**config.mk**
```make
export PLATFORM = sky130hd
export DESIGN_NAME = bdd_queue
export DESIGN_NICKNAME = d
export VERILOG_FILES = /design/src/hw/rtl/bdd_pkg.sv /design/src/hw/rtl/bdd_queue.sv
export SDC_FILE = /design/constraint.sdc
export NUM_CORES = 1
export LEC_CHECK = 0
export BUFFER_PORTS_ARGS = -buffer_cell sky130_fd_sc_hd__buf_2
export CORE_ASPECT_RATIO = 1.25
export CORE_MARGIN = 5
export CORE_UTILIZATION = 50
export DETAILED_ROUTE_END_ITERATION = 10
export PLACE_DENSITY = 0.76
export SYNTH_ARGS = -nofsm -noshare
export SYNTH_HDL_FRONTEND = slang
export SYNTH_SLANG_ARGS = --single-unit
```
**constraint.sdc**
```tcl
create_clock -name clk -period 12.09 [get_ports clk]
set_input_delay 2.418 -clock clk [delete_from_list [all_inputs] [get_ports clk]]
set_output_delay 2.418 -clock clk [all_outputs]
set_load 0.005 [all_outputs]
```
**src/hw/rtl/bdd_pkg.sv**
```systemverilog
// ----------------------------------------------------------------------------
// bdd_pkg: shared types and constants for the BDD unique node table
// Request and result payloads, hash constants and the front-to-back job type.
// ----------------------------------------------------------------------------
`default_nettype none
package bdd_pkg;

  typedef struct packed {
    logic [7:0]  decision_var;
    logic [15:0] low_child;
    logic [15:0] high_child;
  } bdd_req_t;

  typedef struct packed {
    logic [15:0] node_id;
    logic        created;
    logic        exhausted;
  } bdd_rsp_t;

  // Job handed from the front (hash) to the back (walk and insert).
  typedef struct packed {
    bdd_req_t    req;
    logic        trivial;
    logic [31:0] hash;
  } bdd_job_t;

  localparam logic [63:0] HASH_BASIS = 64'd1469598103934665603;
  localparam logic [63:0] HASH_PRIME = 64'd1099511628211;

endpackage
`default_nettype wire

```
**src/hw/rtl/bdd_queue.sv**
```systemverilog
// ----------------------------------------------------------------------------
// bdd_queue: two-entry job queue between front and back
// Lets the front hash the next request while the back walks a chain.
// ----------------------------------------------------------------------------
`default_nettype none
module bdd_queue (
  input  wire logic              clk,
  input  wire logic              rst_n,
  input  wire logic              wr_valid,
  output logic                   wr_ready,
  input  wire bdd_pkg::bdd_job_t wr_job,
  output logic                   rd_valid,
  input  wire logic              rd_ready,
  output bdd_pkg::bdd_job_t      rd_job
);
  import bdd_pkg::*;

  bdd_job_t   slot_r [2];
  logic       wp_r, rp_r;
  logic [1:0] cnt_r;

  assign wr_ready = (cnt_r != 2'd2);
  assign rd_valid = (cnt_r != 2'd0);
  assign rd_job   = slot_r[rp_r];

  always_ff @(posedge clk) begin
    if (wr_valid && wr_ready) begin
      slot_r[wp_r] <= wr_job;
    end
    if (!rst_n) begin
      wp_r  <= 1'b0;
      rp_r  <= 1'b0;
      cnt_r <= 2'd0;
    end else begin
      if (wr_valid && wr_ready) wp_r <= ~wp_r;
      if (rd_valid && rd_ready) rp_r <= ~rp_r;
      cnt_r <= cnt_r + {1'b0, wr_valid && wr_ready} - {1'b0, rd_valid && rd_ready};
    end
  end
endmodule
`default_nettype wire

```
==> key figures <==
Power and ir drop
  – Sw frac: 0.238
  – Clock power share: 0.346
  – PnR Total Power: around 1.6 mW
  – NetSw: ~0.37 mW
  – VDD IR-drop max: around 0.13 mV
  – Lkg Pwr: ~2.9 nW
  – Internal: 1.20 mW
  – Comb power frac: 0.219
  – Pwr/cell area: between 200 and 250 mW/mm2
  – Seq pwr share: 0.435

Yosys
  – Post-Synthesis Cells: about 250
  – #FFs+latches synth: around 150
  – Syn_nets: 330
  – Synth area leaders: edfxtp_1, mux2_4, buf_12, dfxtp_1, mux2_2
  – Sequential area share after synthesis: 0.766
  – Top cell type's share of synthesized area: 0.749
  – Synth Cell Area: 0.00585 mm2
  – Avg Inst Size Synth: 23.3 um2
  – Ys Warns: 0
  – Synth cell types: 18
  – Yosys top cell by area: edfxtp_1

Drt
  – DRT iter0 DRCs: between 100 and 150
  – Total number of vias: approximately 2800
  – Post-route ant nets: 0
  – Post-Route WL: between 10000 and 15000 um
  – Routed len/inst: about 18 um
  – DRC viols: 0
  – First-pass DRT Iterations: 4
  – Vias per Instance: roughly 4.9

Timing
  – Final hold violation count: 0
  – Tightest Pin Transition: 1140 ps
  – Slew headroom: 0.243
  – Highest clock rate: approximately 0.21 GHz
  – Setup tns final: 0 ps
  – # setup viols final: 0
  – Final period utilization: 0.395
  – Fin Clk Skew: approximately 11 ps
  – RSZ-0062 raised after global routing: false
  – Min cycle time layout: about 4800 ps
  – Fin. max-slew vios: 0

Clocking
  – Root buffer cell: clkbuf_16
  – CTS Buf Count: 17
  – Clk buf depth: 2
  – Post-CTS sizing: 0
  – Clock-pin slew on the worst setup and hold paths: roughly 60 ps
  – Clk_lat worst skew: between 400 and 500 ps
  – H-tree depth: 4
  – Clk sink count: roughly 150
  – Cts hold-fix bufs: 0
  – CTS tree: done
  – Post-CTS Repair Setup Buffers: 0

GRT
  – Vias in the first global route: between 3000 and 4000
  – Total track usage: 0.147
  – Total gr overflow: 0
  – M3 GR Usage: 0.0614
  – Largest net degree at the start of global routing: 74
  – Antenna violations before repair: 2
  – Met1 Resource Use GR: 0.150
  – Grt peak-use layer: met2
  – First-pass GRT wire length: roughly 15000 um
  – GRT met2 Usage: 0.268

Placed design
  – Port Buffer Count: between 150 and 200
  – DPL Wire Length: about 6600 um
  – Routability cong.: roughly 0.69

Die
  – Rows: 44
  – Die X: roughly 110 um
  – Area of the die: 0.0140 mm2
  – Core area: ~0.012 mm2
  – Starting Density: 0.506
  – IO Pins: 152
  – Die height: roughly 130 um

Worst hold path
  – Type of the worst min-delay path: register to register
  – Min-delay src: wp_r$_SDFFE_PN0N_
  – Worst Hold Depth: 2
  – Hold Path Sink: wp_r$_SDFFE_PN0N_

Setup path
  – CP Capture Type: output pin
  – CP startpoint kind: register
  – Crit Path Category: register to output pin
  – WP data arrival: ~2400 ps
  – Reg2Reg Setup Slack: between 10000 and 15000 ps
  – Crit-path max FO: 62
  – R2R Path End: slot_r[0][46]$_DFFE_PP_
  – Worst reg2reg path startpoint: cnt_r[0]$_SDFF_PN0_
  – CP Data Required Time: just under 10000 ps
  – Worst reg-to-reg path cell count: 4

Run status
  – Status: finished clean

Cells and area
  – # diodes: 0
  – Share of cells above drive strength 1: 0.607
  – # nets final: 494
  – Commonest non-fill, non-tap cells in the layout: buf_2, edfxtp_1, mux2_4
  – Most common cell after layout, fill and taps aside: buf_2
  – Fillcell total: about 830
  – Area Growth Syn to Fin: 24.5%

Flow run
  – MaxCap Viol Count: 0
layout make-up:
type,instances,area [um2],share of cell area
clock inverters,15,200,0.0275
well taps,138,173,0.0237
repair buffers,153,771,0.106
multi-input cells,91,1230,0.168
flip-flops and latches,151,4490,0.616
inverters,1,3.75,0.000515
clock buffers,17,425,0.0584
how the worst max path moves through the flow:
stage                             end  slack, ps  depth (start not counted)
4_1_cts                     rd_job[0]       7250                          3
3_3_place_gp                rd_job[0]       7720                          3
6_report                    rd_job[0]       7310                          3
5_1_grt                     rd_job[0]       7160                          3
2_1_floorplan  slot_r[0][0]$_DFFE_PP_       6030                          2
3_5_place_dp                rd_job[0]       7710                          3
state kept, by name (all words and copies together), names as in the netlist, named ones only:
| register | count |
|---|---|
| rp_r | 1 |
| cnt_r | 2 |
| slot_r | 146 |
| wp_r | 1 |
routing by layer:
metal	vias up	routed length, um
met3	11	763
met1	1358	3730
met4	4	104
li1	1318	-
met5	-	27
met2	97	5420
power by group through the flow:
| stage | registers (mW) | logic (mW) | clock network (mW) |
|---|---|---|---|
| global route | 0.694 | 0.372 | 0.582 |
| global placement | 0.692 | 0.348 | 0 |
| finish | 0.686 | 0.345 | 0.545 |
| detailed placement | 0.698 | 0.353 | 0 |
| floorplan | 0.689 | 0.262 | 0 |
| CTS | 0.687 | 0.355 | 0.558 |
cells in the mapped netlist:
cell and number:
o21a_1 1, and2_1 2, buf_12 7, dfxtp_1 5, nor2_1 1, edfxtp_1 146
nand2_1 2, nor2b_1 2, mux2i_1 1, mux2_2 3, and3_1 1, xnor2_1 3
inv_1 1, buf_6 1, mux2_4 70, nand2b_1 2, ha_1 2, or2_2 1
worst max-delay path, cell delays in order, from the launching register on:
cell and delay, ps:
dfxtp_4 480, buf_4 870, mux2_2 420, buf_2 130
through the flow:
| step | hold WS, ps | instance area [um2] | std cells | setup WS, ps | util |
|---|---|---|---|---|---|
| 6_report | 528 | 7290 | 566 | 7310 | 0.630 |
| 5_1_grt | 565 | 7290 | 566 | 7160 | 0.630 |
| 4_1_cts | 533 | 7290 | 566 | 7250 | 0.630 |
| 3_5_place_dp | 522 | 6660 | 534 | 7710 | 0.576 |
| 3_3_place_gp | 506 | 6660 | 534 | 7720 | 0.576 |
| 2_1_floorplan | 455 | 5850 | 251 | 6030 | - |
cell families after synthesis:
family | share of synthesized area
xor+xnor | 0.00449
flops | 0.766
fa+ha+maj | 0.00427
buf+inv | 0.0265
simple gates | 0.0105
mux | 0.187
compound gates | 0.00128
Power figures use the tool's default switching activity.
