===== src/hw/rtl/bdd_pkg.sv =====
// ----------------------------------------------------------------------------
// bdd_pkg: shared types and constants for the BDD unique node table
// Request and result payloads, hash constants and the front-to-back job type.
// ----------------------------------------------------------------------------
`default_nettype none
package bdd_pkg;

  typedef struct packed {
    logic [7:0]  decision_var;
    logic [15:0] low_child;
    logic [15:0] high_child;
  } bdd_req_t;

  typedef struct packed {
    logic [15:0] node_id;
    logic        created;
    logic        exhausted;
  } bdd_rsp_t;

  // Job handed from the front (hash) to the back (walk and insert).
  typedef struct packed {
    bdd_req_t    req;
    logic        trivial;
    logic [31:0] hash;
  } bdd_job_t;

  localparam logic [63:0] HASH_BASIS = 64'd1469598103934665603;
  localparam logic [63:0] HASH_PRIME = 64'd1099511628211;

endpackage
`default_nettype wire


===== src/hw/rtl/bdd_front.sv =====
// ----------------------------------------------------------------------------
// bdd_front: request intake and hashing
// Runs the three-word FNV-style hash, one 32x32 partial product per cycle between x load steps.
// ----------------------------------------------------------------------------
`default_nettype none
module bdd_front (
  input  wire logic              clk,
  input  wire logic              rst_n,
  input  wire logic              in_push,
  output logic                   in_full,
  input  wire bdd_pkg::bdd_req_t in_data,
  output logic                   job_valid,
  input  wire logic              job_ready,
  output bdd_pkg::bdd_job_t      job
);
  import bdd_pkg::*;

  typedef enum logic [1:0] {S_IDLE, S_MUL, S_DONE} state_t;

  state_t      state_r;
  bdd_req_t    req_r;
  logic [63:0] h_r, x_r, acc_r;
  logic [1:0]  word_r;   // which input word is being folded in
  logic [1:0]  part_r;   // partial product step

  logic [63:0] x_nxt;
  logic [31:0] a_part, b_part;
  logic [63:0] prod;
  logic [63:0] shifted;

  always_comb begin
    unique case (word_r)
      2'd0:    x_nxt = h_r ^ {56'd0, req_r.decision_var};
      2'd1:    x_nxt = h_r ^ {48'd0, req_r.low_child};
      default: x_nxt = h_r ^ {48'd0, req_r.high_child};
    endcase
  end

  // Partial products of x * prime truncated to 64 bits: lo*lo, hi*lo, lo*hi.
  always_comb begin
    unique case (part_r)
      2'd0:    begin a_part = x_r[31:0];  b_part = HASH_PRIME[31:0];  end
      2'd1:    begin a_part = x_r[63:32]; b_part = HASH_PRIME[31:0];  end
      default: begin a_part = x_r[31:0];  b_part = HASH_PRIME[63:32]; end
    endcase
    prod = {32'd0, a_part} * {32'd0, b_part};
    shifted = (part_r == 2'd0) ? prod : {prod[31:0], 32'd0};
  end

  assign in_full   = (state_r != S_IDLE);
  assign job_valid = (state_r == S_DONE);
  assign job.req     = req_r;
  assign job.trivial = (req_r.low_child == req_r.high_child);
  assign job.hash    = h_r[31:0] ^ h_r[63:32];

  always_ff @(posedge clk) begin
    if (!rst_n) begin
      state_r <= S_IDLE;
      word_r  <= 2'd0;
      part_r  <= 2'd0;
    end else begin
      unique case (state_r)
        S_IDLE: begin
          if (in_push) begin
            req_r  <= in_data;
            h_r    <= HASH_BASIS;
            word_r <= 2'd0;
            part_r <= 2'd3;   // load x first
            state_r <= S_MUL;
          end
        end
        S_MUL: begin
          if (part_r == 2'd3) begin
            x_r    <= x_nxt;
            acc_r  <= 64'd0;
            part_r <= 2'd0;
          end else if (part_r == 2'd2) begin
            h_r    <= acc_r + shifted;
            part_r <= 2'd3;
            if (word_r == 2'd2) begin
              state_r <= S_DONE;
            end else begin
              word_r <= word_r + 2'd1;
            end
          end else begin
            acc_r  <= acc_r + shifted;
            part_r <= part_r + 2'd1;
          end
        end
        default: begin
          if (job_ready) begin
            state_r <= S_IDLE;
          end
        end
      endcase
    end
  end
endmodule
`default_nettype wire


===== config.mk =====
export PLATFORM = sky130hd
export DESIGN_NAME = bdd_front
export DESIGN_NICKNAME = d
export VERILOG_FILES = /design/src/hw/rtl/bdd_pkg.sv /design/src/hw/rtl/bdd_front.sv
export SDC_FILE = /design/constraint.sdc
export NUM_CORES = 1
export LEC_CHECK = 0
export ABC_AREA = 1
export BUFFER_PORTS_ARGS = -buffer_cell sky130_fd_sc_hd__buf_2
export CAP_MARGIN = 0
export CORE_UTILIZATION = 46
export DETAILED_ROUTE_END_ITERATION = 7
export GPL_TIMING_DRIVEN = 0
export PLACE_DENSITY = 0.63
export SYNTH_ARGS = -nofsm -noshare
export SYNTH_HDL_FRONTEND = slang
export SYNTH_SLANG_ARGS = --single-unit

===== constraint.sdc =====
create_clock -name clk -period 8.7 [get_ports clk]
set_input_delay 1.74 -clock clk [delete_from_list [all_inputs] [get_ports clk]]
set_output_delay 1.74 -clock clk [all_outputs]
set_load 0.005 [all_outputs]

==> impl_metrics.json <==
{
  "slowest_stage": "fa_1",
  "path_max_fanout": 10,
  "routed_wl_um": 69600,
  "drtIter0Drc": 1544,
  "cp-start-kind": "flop",
  "netlist_instances": 2611,
  "portBuffers": 118,
  "fin_cells": 3391,
  "drt_first_pass_iters": 6,
  "fmax_mhz": 120,
  "cap_violations": 0,
  "antenna_left": 0,
  "cts_buffers": 28,
  "dieArea_um2": 47000,
  "dp_slack_ps": -752,
  "fillers": 4427,
  "ys_seq_elements": 238,
  "skew_ps": 38.5,
  "grt_pass1_wl_um": 104000,
  "core_um2": 45400,
  "insertion_delay_ps": 590,
  "worstSetupPathType": "flop to flop",
  "ios": 119,
  "antenna_found_initial": 2,
  "layout_commonest_cell": "nand2_1",
  "finalHoldViolations": 0,
  "endpoint_kind": "flop",
  "synth-warning-count": 0,
  "vias": 17900,
  "critPathMaxStageDelay_ps": 530,
  "grt_usage": 0.299,
  "area_growth_pct": 11.6,
  "die_h_um": 217,
  "ctsHoldBuffers": 0,
  "gp_congestion": 1.00,
  "grt_max_degree": 39,
  "synth_nets": 2962,
  "post_drt_via_cell_ratio": 5.27,
  "worst_slack_ps": 338,
  "synth_area_um2": 21200,
  "startpoint": "part_r[1]$_SDFFE_PN0P_",
  "synth_cell_types": 46,
  "yosysSeqAreaShare": 0.334,
  "die_w_um": 217,
  "start_util": 0.467,
  "final-setup-viol-count": 0,
  "r2r-start": "part_r[1]$_SDFFE_PN0P_",
  "grt-ovfl-total": 0,
  "cts_max_level": 1,
  "ys.flop_type": "edfxtp_1",
  "status": "completed",
  "drv_slew": 0,
  "cts.sinks": 238,
  "fp-row-count": 78,
  "hold-worst-slack_ps": 470,
  "drcViolationCount": 0,
  "dp_hpwl_um": 59600,
  "rsz0062_at_grt": "false",
  "arrival_ps": 8700,
  "wire_per_inst_um": 20.5,
  "clk_path_buf_depth": 3,
  "finalCritPeriodShare": 0.961,
  "slew_headroom": 0.415,
  "crit_top_cell": "inv_1",
  "drive_above_1_share": 0.0993,
  "grt_pass1_vias": 17800,
  "hold_path_class": "flop to flop",
  "period_needed_ps": 8360,
  "layout_common_cells": "540 x nand2_1, 463 x inv_1, 371 x nor2_1",
  "worst_pin_slew_ps": 878,
  "synth_edf_count": 232,
  "cts.clk_slew.worst_paths_ps": 60,
  "clockRootBuffer": "clkbuf_16",
  "min-delay-start": "h_r[63]$_SDFFCE_PN0P_",
  "avgSynthCellArea_um2": 8.12,
  "cts_tree": "built",
  "dp.cells": 3340,
  "crit_required_ps": 9040,
  "synth-async-reset-ratio": 0,
  "final_nets": 3120
}
critical path, delay by kind of cell, from the launching register on:
family | cells | cell delay [ps]
fa+ha+maj | 7 | 3040
compound gates | 3 | 1050
buf+inv | 11 | 1400
flops | 1 | 350
simple gates | 16 | 2230
cell families (layout without fill, tap and decap cells):
family / count (synthesis) / in the layout / synth area share
simple gates: 1103 / 1103 / 0.215
buf+inv: 511 / 690 / 0.0912
xor+xnor: 130 / 130 / 0.0537
flops: 238 / 238 / 0.334
compound gates: 322 / 322 / 0.0842
other cells: 0 / 1 / 0
fa+ha+maj: 307 / 307 / 0.222
final cells by class:
cell class | instances | area [µm²] | share of cell area
Tap cell | 600 | 751 | 0.0317
Sequential cell | 238 | 7090 | 0.299
Antenna cell | 1 | 2.50 | 0.000106
Multi-Input combinational cell | 1862 | 12300 | 0.519
Timing Repair Buffer | 129 | 754 | 0.0319
Clock buffer | 34 | 723 | 0.0305
Inverter | 476 | 1790 | 0.0755
Clock inverter | 17 | 128 | 0.00539
Buffer | 34 | 155 | 0.00655
sequential cells by signal (all words and copies together) (netlist names):
signal,count
acc_r,64
x_r,64
job,40
h_r,64
word_r,2
state_r,2
part_r,2
layer usage:
metal,wire length [µm],GRT usage,up-vias
met5,0,0,-
met2,32100,0.494,549
li1,-,-,8648
met4,2860,0.112,0
met3,4160,0.0309,110
met1,30400,0.404,8574
synthesized netlist by cell type, types with 11 or more instances:
library cell	n	area, µm²
o21bai_1	13	97.6
inv_1	463	1740
clkbuf_1	32	120
xnor2_1	81	709
o21ai_0	93	465
inv_2	11	41.3
nand3_1	72	360
fa_1	115	2300
nor2_1	376	1410
ha_1	192	2400
xor2_1	49	429
nand4_1	14	87.6
nor3_1	23	115
nand2_1	540	2030
edfxtp_1	232	6970
a21oi_1	165	826
nand2_2	34	213
nand3b_1	16	120
path summary, 6_finish.rpt:
check | cells after the start | slack (ps) | end
worst max register to register | 37 | 340 | h_r[46]$_SDFFCE_PN0P_
worst min-delay path | 0 | 470 | x_r[63]$_DFFE_PP_
worst max-delay path | 37 | 340 | h_r[46]$_SDFFCE_PN0P_
worst min register to register | 0 | 470 | x_r[63]$_DFFE_PP_
repair_timing:
item,CTS,global route
gates resized for setup,11,22
pin swaps,0,0
endpoints found under the setup margin,66,57
buffers inserted,0,0
through the flow:
stage | util | cell area, µm² | setup TNS (ps)
after floorplan | - | 21200 | 0
after global placement | 0.497 | 22600 | -71240
after detailed placement | 0.501 | 22700 | -14570
after CTS | 0.520 | 23600 | 0
after global routing | 0.522 | 23700 | 0
final | 0.522 | 23700 | 0
Power is left out: the tool's default activity adds up to more than one toggle a clock period on the data nets, which glitch-free logic cannot reach.
